### config.mk
export PLATFORM = sky130hd
export DESIGN_NAME = interval_range_remap_flat
export DESIGN_NICKNAME = d
export VERILOG_FILES = /design/src/rtl/irr_pkg.sv /design/src/rtl/irr_stream_if.sv /design/src/rtl/irr_table.sv /design/src/rtl/irr_addsub.sv /design/src/rtl/interval_range_remap.sv /design/src/flat_wrapper.sv
export SDC_FILE = /design/constraint.sdc
export NUM_CORES = 1
export LEC_CHECK = 0
export BUFFER_PORTS_ARGS = -buffer_cell sky130_fd_sc_hd__buf_4
export CAP_MARGIN = 25
export CELL_PAD_IN_SITES_DETAIL_PLACEMENT = 1
export CELL_PAD_IN_SITES_GLOBAL_PLACEMENT = 1
export CORE_ASPECT_RATIO = 1.5
export CORE_UTILIZATION = 48
export DETAILED_ROUTE_END_ITERATION = 16
export PLACE_DENSITY = 0.87
export SETUP_SLACK_MARGIN = 0.05
export SLEW_MARGIN = 20
export SYNTH_ARGS = -nofsm -noshare
export SYNTH_HDL_FRONTEND = slang
export SYNTH_SLANG_ARGS = --single-unit
### constraint.sdc
create_clock -name i_clk -period 5.58 [get_ports i_clk]
set_clock_uncertainty 0.1 [all_clocks]
set_input_delay 1.395 -clock i_clk [delete_from_list [all_inputs] [get_ports i_clk]]
set_output_delay 1.395 -clock i_clk [all_outputs]
set_load 0.01 [all_outputs]
### src/rtl/irr_pkg.sv
// Shared types and constants of the interval range remapper.
package irr_pkg;

    localparam int unsigned WORD_W = 32;
    localparam int unsigned WIDE_W = WORD_W + 1;
    localparam int unsigned SLOT_W = 4;

    typedef enum logic [1:0] {
        CMD_CLEAR = 2'd0,
        CMD_WRITE = 2'd1,
        CMD_MAP   = 2'd2
    } t_command;

    typedef struct packed {
        t_command            command;
        logic [SLOT_W-1:0]   entry_index;
        logic [WORD_W-1:0]   src_start;
        logic [WORD_W-1:0]   dst_start;
        logic [WORD_W-1:0]   range_length;
        logic [WORD_W-1:0]   query_start;
        logic [WORD_W-1:0]   query_length;
    } t_cmd;

    typedef struct packed {
        logic [WORD_W-1:0] piece_start;
        logic [WORD_W-1:0] piece_length;
        logic              last;
    } t_piece;

    typedef struct packed {
        logic [WORD_W-1:0] src;
        logic [WORD_W-1:0] dst;
        logic [WORD_W-1:0] len;
    } t_entry;

endpackage

### src/rtl/irr_stream_if.sv
// Valid/ready stream channel carrying one payload per beat.
interface irr_stream_if #(
    parameter type t_data = logic
) ();
    logic  valid;
    logic  ready;
    t_data data;

    modport source (output valid, output data, input ready);
    modport sink   (input valid, input data, output ready);
endinterface

### src/rtl/irr_table.sv
// Range table: entry memory with registered read and per-entry valid flags.
module irr_table #(
    parameter int unsigned DEPTH  = 16,
    parameter int unsigned ADDR_W = 4
) (
    input  logic                 i_clk,
    input  logic                 i_rst_n,
    input  logic                 i_clear,
    input  logic                 i_wr_en,
    input  logic [ADDR_W-1:0]    i_wr_addr,
    input  irr_pkg::t_entry      i_wr_entry,
    input  logic [ADDR_W-1:0]    i_rd_addr,
    output irr_pkg::t_entry      o_rd_entry,
    output logic                 o_rd_valid
);

    irr_pkg::t_entry  r_mem [DEPTH];
    logic [DEPTH-1:0] r_valid;
    logic [DEPTH-1:0] n_valid;
    irr_pkg::t_entry  r_rd_entry;
    logic             r_rd_valid;

    always_comb begin
        n_valid = r_valid;
        if (i_clear) begin
            n_valid = '0;
        end else if (i_wr_en) begin
            n_valid[i_wr_addr] = 1'b1;
        end
    end

    always_ff @(posedge i_clk) begin
        if (!i_rst_n) begin
            r_valid    <= '0;
            r_rd_valid <= 1'b0;
        end else begin
            r_valid    <= n_valid;
            r_rd_valid <= r_valid[i_rd_addr];
        end
    end

    always_ff @(posedge i_clk) begin
        if (i_wr_en) begin
            r_mem[i_wr_addr] <= i_wr_entry;
        end
        r_rd_entry <= r_mem[i_rd_addr];
    end

    assign o_rd_entry = r_rd_entry;
    assign o_rd_valid = r_rd_valid;

endmodule

### src/rtl/irr_addsub.sv
// Shared 33-bit adder/subtractor used by the scan and arithmetic steps of the mapping sequence.
module irr_addsub (
    input  logic [irr_pkg::WIDE_W-1:0] i_a,
    input  logic [irr_pkg::WIDE_W-1:0] i_b,
    input  logic                       i_sub,
    output logic [irr_pkg::WIDE_W-1:0] o_sum
);

    logic [irr_pkg::WIDE_W-1:0] b_eff;

    assign b_eff = i_sub ? ~i_b : i_b;
    assign o_sum = i_a + b_eff + {{(irr_pkg::WIDE_W-1){1'b0}}, i_sub};

endmodule

### src/rtl/interval_range_remap.sv
// Interval range remapper top level: command channel in, translated pieces out.
// Clear and write commands are taken while idle and leave the block idle. A map
// command walks its interval piece by piece; each piece scans the table one
// entry per cycle through its single read port, stopping at the first matching
// entry, then works span, offset, start, remainder and position through one
// shared 33-bit adder and hands the piece to the output register. A piece waits
// in the emit step while the output register is full and the sink holds back.
// Up to 2*TABLE_DEPTH+1 pieces can arise. A map of length zero returns at once
// with no piece. The command channel is ready only between commands, while the
// output register lets the final piece wait for the sink as the next command is
// taken.
module interval_range_remap #(
    parameter int unsigned TABLE_DEPTH = 16
) (
    input  logic             i_clk,
    input  logic             i_rst_n,
    irr_stream_if.sink       i_cmd,
    irr_stream_if.source     o_piece
);

    localparam int unsigned IDX_W      = (TABLE_DEPTH > 1) ? $clog2(TABLE_DEPTH) : 1;
    localparam int unsigned MAX_PIECES = 2 * TABLE_DEPTH + 1;
    localparam int unsigned CNT_W      = $clog2(MAX_PIECES + 1);
    localparam logic [IDX_W-1:0] LAST_IDX  = IDX_W'(TABLE_DEPTH - 1);
    localparam logic [CNT_W-1:0] LAST_CNT  = CNT_W'(MAX_PIECES - 1);

    localparam int unsigned W  = irr_pkg::WORD_W;
    localparam int unsigned WW = irr_pkg::WIDE_W;

    typedef enum logic [7:0] {
        ST_IDLE    = 8'b0000_0001,
        ST_SCAN    = 8'b0000_0010,
        ST_SPAN    = 8'b0000_0100,
        ST_OFFS    = 8'b0000_1000,
        ST_START   = 8'b0001_0000,
        ST_ADV_REM = 8'b0010_0000,
        ST_ADV_CUR = 8'b0100_0000,
        ST_EMIT    = 8'b1000_0000
    } t_state;

    t_state            r_state, n_state;
    logic [IDX_W-1:0]  r_idx, n_idx;
    logic [CNT_W-1:0]  r_count, n_count;
    logic [WW-1:0]     r_cur, n_cur;
    logic [W-1:0]      r_rem, n_rem;
    logic [W-1:0]      r_near, n_near;
    logic              r_have_above, n_have_above;
    logic              r_hit, n_hit;
    logic [W-1:0]      r_hit_src, n_hit_src;
    logic [W-1:0]      r_hit_dst, n_hit_dst;
    logic [WW-1:0]     r_hit_end, n_hit_end;
    logic [WW-1:0]     r_span, n_span;
    logic [WW-1:0]     r_offs, n_offs;
    logic [W-1:0]      r_piece, n_piece;
    logic [W-1:0]      r_start, n_start;
    logic              r_out_valid, n_out_valid;
    irr_pkg::t_piece   r_out, n_out;

    irr_pkg::t_cmd     cmd;
    logic              cmd_fire;
    logic              tbl_clear;
    logic              tbl_wr;
    irr_pkg::t_entry   tbl_wr_entry;
    logic [IDX_W-1:0]  tbl_rd_addr;
    irr_pkg::t_entry   rd_entry;
    logic              rd_valid;

    logic [WW-1:0]     alu_a, alu_b, alu_sum;
    logic              alu_sub;

    logic [WW-1:0]     src_wide;
    logic              hit_now;
    logic              above_now;
    logic              bounded;
    logic              out_free;

    assign cmd          = i_cmd.data;
    assign i_cmd.ready  = (r_state == ST_IDLE);
    assign cmd_fire     = i_cmd.valid && (r_state == ST_IDLE);
    assign tbl_clear    = cmd_fire && (cmd.command == irr_pkg::CMD_CLEAR);
    assign tbl_wr       = cmd_fire && (cmd.command == irr_pkg::CMD_WRITE)
                          && (32'(cmd.entry_index) < 32'(TABLE_DEPTH));
    assign tbl_wr_entry = '{src: cmd.src_start, dst: cmd.dst_start, len: cmd.range_length};

    // Prefetch the next entry while scanning; otherwise keep entry 0 ready.
    assign tbl_rd_addr  = (r_state == ST_SCAN && r_idx != LAST_IDX)
                          ? r_idx + IDX_W'(1) : '0;

    irr_table #(
        .DEPTH  (TABLE_DEPTH),
        .ADDR_W (IDX_W)
    ) u_table (
        .i_clk      (i_clk),
        .i_rst_n    (i_rst_n),
        .i_clear    (tbl_clear),
        .i_wr_en    (tbl_wr),
        .i_wr_addr  (IDX_W'(cmd.entry_index)),
        .i_wr_entry (tbl_wr_entry),
        .i_rd_addr  (tbl_rd_addr),
        .o_rd_entry (rd_entry),
        .o_rd_valid (rd_valid)
    );

    irr_addsub u_addsub (
        .i_a   (alu_a),
        .i_b   (alu_b),
        .i_sub (alu_sub),
        .o_sum (alu_sum)
    );

    // Operand selection for the shared adder, at most one use per sequencer step.
    always_comb begin
        alu_a   = '0;
        alu_b   = '0;
        alu_sub = 1'b0;
        unique case (r_state)
            ST_SCAN: begin
                alu_a = {1'b0, rd_entry.src};
                alu_b = {1'b0, rd_entry.len};
            end
            ST_SPAN: begin
                alu_a   = r_hit ? r_hit_end : {1'b0, r_near};
                alu_b   = r_cur;
                alu_sub = 1'b1;
            end
            ST_OFFS: begin
                alu_a   = r_cur;
                alu_b   = {1'b0, r_hit_src};
                alu_sub = 1'b1;
            end
            ST_START: begin
                alu_a = r_hit ? {1'b0, r_hit_dst} : '0;
                alu_b = r_hit ? r_offs : r_cur;
            end
            ST_ADV_REM: begin
                alu_a   = {1'b0, r_rem};
                alu_b   = {1'b0, r_piece};
                alu_sub = 1'b1;
            end
            ST_ADV_CUR: begin
                alu_a = r_cur;
                alu_b = {1'b0, r_piece};
            end
            ST_IDLE, ST_EMIT: begin
            end
            default: begin
            end
        endcase
    end

    assign src_wide  = {1'b0, rd_entry.src};
    assign hit_now   = rd_valid && (r_cur >= src_wide) && (r_cur < alu_sum);
    assign above_now = rd_valid && (src_wide > r_cur)
                       && (!r_have_above || rd_entry.src < r_near);
    assign bounded   = r_hit || r_have_above;
    assign out_free  = !r_out_valid || o_piece.ready;

    always_comb begin
        n_state      = r_state;
        n_idx        = r_idx;
        n_count      = r_count;
        n_cur        = r_cur;
        n_rem        = r_rem;
        n_near       = r_near;
        n_have_above = r_have_above;
        n_hit        = r_hit;
        n_hit_src    = r_hit_src;
        n_hit_dst    = r_hit_dst;
        n_hit_end    = r_hit_end;
        n_span       = r_span;
        n_offs       = r_offs;
        n_piece      = r_piece;
        n_start      = r_start;
        n_out        = r_out;
        n_out_valid  = r_out_valid && !o_piece.ready;

        unique case (r_state)
            ST_IDLE: begin
                if (cmd_fire && cmd.command == irr_pkg::CMD_MAP
                    && cmd.query_length != '0) begin
                    n_cur        = {1'b0, cmd.query_start};
                    n_rem        = cmd.query_length;
                    n_count      = '0;
                    n_idx        = '0;
                    n_have_above = 1'b0;
                    n_hit        = 1'b0;
                    n_state      = ST_SCAN;
                end
            end
            ST_SCAN: begin
                if (above_now) begin
                    n_near       = rd_entry.src;
                    n_have_above = 1'b1;
                end
                if (hit_now) begin
                    n_hit     = 1'b1;
                    n_hit_src = rd_entry.src;
                    n_hit_dst = rd_entry.dst;
                    n_hit_end = alu_sum;
                    n_state   = ST_SPAN;
                end else if (r_idx == LAST_IDX) begin
                    n_state = ST_SPAN;
                end else begin
                    n_idx = r_idx + IDX_W'(1);
                end
            end
            ST_SPAN: begin
                n_span  = alu_sum;
                n_state = ST_OFFS;
            end
            ST_OFFS: begin
                n_offs  = alu_sum;
                // Clip to the remaining length unless a boundary comes first.
                n_piece = (bounded && r_span < {1'b0, r_rem}) ? r_span[W-1:0] : r_rem;
                n_state = ST_START;
            end
            ST_START: begin
                n_start = alu_sum[W-1:0];
                n_state = ST_ADV_REM;
            end
            ST_ADV_REM: begin
                n_rem   = alu_sum[W-1:0];
                n_state = ST_ADV_CUR;
            end
            ST_ADV_CUR: begin
                n_cur   = alu_sum;
                n_state = ST_EMIT;
            end
            ST_EMIT: begin
                // Hold until the output register frees up.
                if (out_free) begin
                    n_out_valid = 1'b1;
                    n_out       = '{piece_start:  r_start,
                                    piece_length: r_piece,
                                    last:         (r_rem == '0)};
                    n_count      = r_count + CNT_W'(1);
                    n_idx        = '0;
                    n_have_above = 1'b0;
                    n_hit        = 1'b0;
                    if (r_rem == '0 || r_count == LAST_CNT) begin
                        n_state = ST_IDLE;
                    end else begin
                        n_state = ST_SCAN;
                    end
                end
            end
            default: begin
                n_state = ST_IDLE;
            end
        endcase
    end

    always_ff @(posedge i_clk) begin
        if (!i_rst_n) begin
            r_state     <= ST_IDLE;
            r_out_valid <= 1'b0;
        end else begin
            r_state     <= n_state;
            r_out_valid <= n_out_valid;
        end
    end

    always_ff @(posedge i_clk) begin
        r_idx        <= n_idx;
        r_count      <= n_count;
        r_cur        <= n_cur;
        r_rem        <= n_rem;
        r_near       <= n_near;
        r_have_above <= n_have_above;
        r_hit        <= n_hit;
        r_hit_src    <= n_hit_src;
        r_hit_dst    <= n_hit_dst;
        r_hit_end    <= n_hit_end;
        r_span       <= n_span;
        r_offs       <= n_offs;
        r_piece      <= n_piece;
        r_start      <= n_start;
        r_out        <= n_out;
    end

    assign o_piece.valid = r_out_valid;
    assign o_piece.data  = r_out;

endmodule
### src/flat_wrapper.sv
// flat-port wrapper written by rule: the top's interface ports become plain ports
module interval_range_remap_flat 
#(
    parameter int unsigned TABLE_DEPTH = 16
)
  (i_clk, i_rst_n, i_cmd_valid, i_cmd_data, i_cmd_ready, o_piece_valid, o_piece_data, o_piece_ready);
  irr_stream_if i_cmd_i ();
  irr_stream_if o_piece_i ();
  input  logic i_clk;
  input  logic i_rst_n;
  input wire logic [$bits(i_cmd_i.valid)-1:0] i_cmd_valid;
  input wire logic [$bits(i_cmd_i.data)-1:0] i_cmd_data;
  output wire logic [$bits(i_cmd_i.ready)-1:0] i_cmd_ready;
  output wire logic [$bits(o_piece_i.valid)-1:0] o_piece_valid;
  output wire logic [$bits(o_piece_i.data)-1:0] o_piece_data;
  input wire logic [$bits(o_piece_i.ready)-1:0] o_piece_ready;
  assign i_cmd_i.valid = i_cmd_valid;
  assign i_cmd_i.data = i_cmd_data;
  assign i_cmd_ready = i_cmd_i.ready;
  assign o_piece_valid = o_piece_i.valid;
  assign o_piece_data = o_piece_i.data;
  assign o_piece_i.ready = o_piece_ready;
  interval_range_remap #(.TABLE_DEPTH(TABLE_DEPTH)) u_core (.i_clk(i_clk), .i_rst_n(i_rst_n), .i_cmd(i_cmd_i), .o_piece(o_piece_i));
endmodule
### Word level (Yosys, flattened, before mapping)

Memories as Yosys holds them, arrays and structs flattened. A register that Yosys moved wholly into a read port is not among the register bits.
Cells that the tools add are included.
W data, S select, Z words.

| cells by class | value |
|---|---|
| order comparisons | 5 |
| equal/unequal tests | 17 |
| bitwise operators | 2 |
| muxes and demuxes | 25 |
| add/sub/neg operators | 4 |
| reduce and logical (&&, ||, !) cells | 27 |

Operators by type and width:

| cell | number |
|---|---|
| $pmux W33 S5 | 2 |
| $mux W33 | 3 |
| $mux W32 | 2 |
| $pmux W8 S8 | 1 |
| $add A33 B1 Y33 | 1 |
| $add A33 B33 Y33 | 1 |
| $ge A33 B32 Y1 | 1 |
| $gt A32 B33 Y1 | 1 |
| $lt A33 B32 Y1 | 1 |
| $lt A33 B33 Y1 | 1 |
| $not A33 Y33 | 1 |
| $logic_not A32 Y1 | 1 |
| $lt A32 B32 Y1 | 1 |
| $mux W8 | 3 |
| $mux W4 | 4 |
| $reduce_and A3 Y1 | 3 |
| $eq A8 B1 Y1 const B | 1 |
| $eq A8 B2 Y1 const B | 1 |
| $eq A8 B3 Y1 const B | 1 |
| $eq A8 B4 Y1 const B | 1 |
| $eq A8 B5 Y1 const B | 1 |
| $eq A8 B6 Y1 const B | 1 |
| $eq A8 B7 Y1 const B | 1 |
| $eq A8 B8 Y1 const B | 1 |
| other kinds (21) | 45 |

| storage, ports and cells | value |
|---|---|
| memories | 1 |
| bits in read-only memories | 16 |
| input bits | 5 |
| output and inout bits | 3 |
| bits in registers | 410 |

Memory list:

| name | words | width | rd ports | clocked after memory_dff | write ports | RTL line | text |
|---|---|---|---|---|---|---|---|
| (no name shown) | 16 | 1 | 1 | 1 | 0 | irr_table.sv:38 | `r_rd_valid <= r_valid[i_rd_addr];` |

### Longest topological paths before layout

| depth | value |
|---|---|
| word-level depth | 11 |
| depth in mapped cells | 20 |

### By module

Synthesis repeated with hierarchy kept, for this count alone.

| second synthesis, totals | value |
|---|---|
| cells, all modules | 4018 |
| area total of the unflattened synthesis | 77436.8 µm² |

By module, submodules not included:

| module | cells an instance | area each (µm²) | times used | seq. area each (µm²) |
|---|---|---|---|---|
| irr_table | 2514 | 59872.4 | 1 | 48386.4 |
| interval_range_remap | 1216 | 15466.1 | 1 | 9339.0 |
| irr_addsub | 288 | 2098.3 | 1 | 0.0 |

### Worst setup path before layout

No wires, ideal clock.

| timing path | value |
|---|---|
| kind | register to register |
| start point | reg u_core.r_state[0] |
| end point | reg u_core.r_cur[27] (data pin) |
| data required time | 5.208 ns |
| setup time | 0.272 ns |
| path buffers | 2 |
| setup slack | 0.385 ns |
| clock period less this slack | 5.195 ns |
| stages on the path, launching flop included | 18 |
| data arrival time | 4.823 ns |
| cells stage by stage | dfxtp_1 nor4_2 and4_1 clkbuf_1 inv_1 clkbuf_1 o21ai_0 ha_1 and3_1 and2_1 and3_1 a221o_1 or3_1 o21ai_2 o21ai_2 a311oi_2 o21ai_2 xnor2_1 |

| on the way | value |
|---|---|
| cells in the longest elaborated chain, start to end | 7 |
| elaborated cells on any way between the ends | 16 |
| those cells by class | 2 x add/sub; 6 x eq/ne; 4 x mux; 1 x bitwise; 3 x reduce/logical |

Ends and longest elaborated chain:

| element | RTL line | text |
|---|---|---|
| start, declared | interval_range_remap.sv:41 | `t_state r_state, n_state;` |
| start signal, assigned | interval_range_remap.sv:258 | `r_state <= n_state;` |
| $eq A8 B6 Y1 / $eq A8 B7 Y1 (equally long branches) | interval_range_remap.sv:116 | `unique case (r_state)` |
| $reduce_or A2 Y1 (no source line) | n/a |  |
| $pmux W33 S5 | interval_range_remap.sv:116 |  |
| $not A33 Y33 | irr_addsub.sv:11 | `assign b_eff = i_sub ? ~i_b : i_b;` |
| $mux W33 | irr_addsub.sv:11 |  |
| $add A33 B33 Y33 | irr_addsub.sv:12 | `assign o_sum = i_a + b_eff + {{(irr_pkg::WIDE_W-1){1'b0}}, i_sub};` |
| $add A33 B1 Y33 (*) | irr_addsub.sv:12 |  |
| net u_core.alu_sum[27] | interval_range_remap.sv:68 | `logic [WW-1:0] alu_a, alu_b, alu_sum;` |
| end signal, assigned | interval_range_remap.sv:266 | `r_cur <= n_cur;` |
| end, declared | interval_range_remap.sv:44 | `logic [WW-1:0] r_cur, n_cur;` |

The timed path passes the listed nets; every way through them passes the cells marked *.
A chain may end at the register's enable or synchronous reset.

### Worst setup path after layout

| timing path | value |
|---|---|
| start point | reg u_core.r_state[2] |
| end point | reg u_core.r_offs[27] (data pin) |

| on the way | value |
|---|---|
| cells in the longest elaborated chain, start to end | 7 |
| elaborated cells on any way between the ends | 16 |
| those cells by class | 2 x add/sub; 6 x eq/ne; 4 x mux; 1 x bitwise; 3 x reduce/logical |

Ends and longest elaborated chain:

| element | RTL line | text |
|---|---|---|
| $eq A8 B6 Y1 / $eq A8 B7 Y1 (equally long branches) | interval_range_remap.sv:116 |  |
| $reduce_or A2 Y1 (no source line) | n/a |  |
| $pmux W33 S5 | interval_range_remap.sv:116 |  |
| $not A33 Y33 | irr_addsub.sv:11 |  |
| $mux W33 | irr_addsub.sv:11 |  |
| $add A33 B33 Y33 | irr_addsub.sv:12 |  |
| $add A33 B1 Y33 (*) | irr_addsub.sv:12 |  |
| net u_core.alu_sum[27] | interval_range_remap.sv:68 |  |
| end signal, assigned | interval_range_remap.sv:275 | `r_offs <= n_offs;` |
| end, declared | interval_range_remap.sv:53 | `logic [WW-1:0] r_offs, n_offs;` |

Marks and branches as above.

==> out/metrics.cfg <==
[worst_setup_path]
start_kind = flop
cp.arrival_ps = 5440
worstSetupPathType = flop to flop
path_max_fanout = 15
crit_required_ps = 5700
end_kind = flop

[logic_synthesis]
synth_top_area_cell = edfxtp_1
synth_most_common_cell = edfxtp_1
synth_nets = 894
yosysTopAreaCellShare_pct = 53.0
synth_compound_area_share_pct = 14.7
ys.warnings.count = 0
ys_ff_latch = 184
yosys.area_share.xor_xnor_pct = 6.27
synthAdderAreaFrac_pct = 8.41
synthTopCellsByArea = edfxtp_1, ha_1, xor2_1, mux2_2, a21oi_1
syn_inst = 823
yosysSeqAreaShare_pct = 54.8
synthArstFlopShare_pct = 0
syn_area_per_cell_sq_um = 12.0
synth-edff-count = 175
synth_commonest_cells = edfxtp_1, ha_1, a21oi_1
synth_top_family_by_area = compound AO/OA/AOI/OAI gates
synthFlopType = edfxtp_1
ys_types = 57
synth_simple_gate_area_share_pct = 8.89
synthMuxAreaShare_pct = 3.86
netlist_area_sq_mm = 0.00991

[cts]
cts_tree = yes
post_cts_resized = 1
clk_latency_ps = 450
htreeDepth = 4
clock_sinks = 184
path_clk_slew_ps = 70
cts.path.max_buffers = 2
ctsHoldBuffers = 0
cts_root_buf = clkbuf_16
cts_buffers = 17
cts_setup_buffers = 0

[placed_design]
dpl.hpwl_mm = 18.0
place_area_sq_mm = 0.0104
port_buffers = 5
gp_congestion = 0.824

[drt]
wl_mm = 26.4
viasPerCell = 6.14
drc_errors = 0
first_iter_violations = 483
wire_per_inst_microns = 23.6
first_pass_iters = 5
num_vias = 6856
ant_nets = 0

[floorplan]
initial_utilization_pct = 48.7
die_area_sq_mm = 0.0212
core-area_sq_mm = 0.0203
die_w_microns = 119
io-pin-count = 8
die_h_microns = 178
rows = 64

[global_routing]
antenna_found_initial = 0
grt_pass1_vias = 7675
grt_max_degree = 36
use_met1_pct = 26.9
use_met2_pct = 49.9
grt_pass1_wl_mm = 41.2
grt-busiest-layer = met2
grt_usage_pct = 25.9
grt_remaining_overflow = 0
grtUsageMet3_pct = 3.77

[cells_and_area]
antenna_cells = 0
drive_above_1_share_pct = 12.3
finalInstanceArea_sq_mm = 0.0110
nets = 911
finalCoreUtilization_pct = 53.9
area_growth_pct = 10.5

[sta]
slew_headroom_pct = 44.3
tns_ps = 0
final-max-slew-violation-count = 0
finalSetupViolCount = 0
hold_viol = 0
max_freq_mhz = 188
rsz0062_at_grt = no
layout_min_cycle_time_ps = 5320
holdWs_ps = 483
finalCritPeriodShare_pct = 95.4
worst_slew_pin_slew_ps = 828

[power]
leakagePower_nw = 4.00
p_total_mw = 2.71
ir_worst_vdd_uv = 210
powerDensity_mw_per_mm2 = 248

[outcome]
outcome = completed

[flow_run]
maxCapViolCount = 0

[worst_hold_path]
hp-class = flop to flop

-- sequential cells by signal, indices dropped and copies added, names as in the netlist --
name                  cells
u_core.o_piece.data       1
u_core.o_piece.valid      1
u_core.r_cur             33
u_core.r_count            6
u_core.r_piece           32
u_core.r_idx              4
u_core.r_rem             32
u_core.r_hit              1
u_core.r_state            8
u_core.r_span            33
u_core.r_offs            33
-- path summary, 6_finish.rpt --
path                   startpoint                    to  slack, ps  depth (start not counted)
max             u_core.r_state[2]     u_core.r_offs[27]        260                         16
min          u_core.o_piece.valid  u_core.o_piece.valid        480                          2
max reg2reg     u_core.r_state[2]     u_core.r_offs[27]        260                         16
min reg2reg  u_core.o_piece.valid  u_core.o_piece.valid        480                          2
-- worst max-delay path: stages (launching register included) --
cell	delay (ps)
dfxtp_1	380
nor4_1	500
nand4b_1	260
o21ai_4	530
a21oi_1	180
xor2_1	170
ha_1	400
and3_1	220
and2_1	210
and3_1	210
a221o_1	350
or3_1	340
o21ai_2	270
o21ai_2	140
a311oi_2	380
o21ai_2	110
xnor2_1	340
-- cell type report --
cell class                      count  area, sq um
Clock buffer                       19          453
Clock inverter                     13          134
Fill cell                        2071         9380
Inverter                           51          191
Multi-Input combinational cell    561         4220
Sequential cell                   184         5440
Tap cell                          264          330
Timing Repair Buffer               25          188
-- kinds of logic (layout without fill, tap and decap cells) --
group | Yosys count | in the layout
AOI/OAI and AO/OA | 222 | 222
DFF | 184 | 184
and+or+nand+nor | 168 | 168
buffers and inverters | 78 | 108
xor gates and xnor gates | 71 | 71
adders and majority gates | 66 | 66
muxes | 34 | 34
-- layer usage --
metal,routed length (microns),share of wire (%),up-vias
met3,810,3.1,64
met5,0,0,-
met1,9920,38,3503
met2,14700,56,156
met4,953,3.6,0
li1,-,-,3133
-- power by group --
part	switching, mW	total, mW	internal, mW
logic	0.000629	0.00174	0.00110
clock network	0.572	1.22	0.653
registers	0	1.49	1.49
total	0.573	2.71	2.14
-- placed cells by master (no fill, tap or decap), types with 4 or more instances in the layout --
cell type	instances
nand4_1	14
xnor2_1	28
inv_1	50
clkbuf_16	17
buf_4	25
and2_1	5
o21bai_1	7
nor2b_1	7
nand2_1	53
a21o_1	36
inv_6	5
mux2_2	30
and3_1	9
xor2_1	43
edfxtp_1	175
a21oi_1	64
ha_1	65
mux2_1	4
a22o_1	30
o21ai_0	47
dfxtp_1	9
nor4_1	11
nand3_1	12
nor2_1	30
nand2b_1	8
-- through the flow --
stage / std cells / worst slack, ps
6_report: 1117 / 257
5_1_grt: 1117 / 73.6
4_1_cts: 1117 / 143
3_5_place_dp: 1085 / 163
3_3_place_gp: 1085 / 320
2_1_floorplan: 823 / 385
No activity file was read; power rests on OpenSTA's default activity.
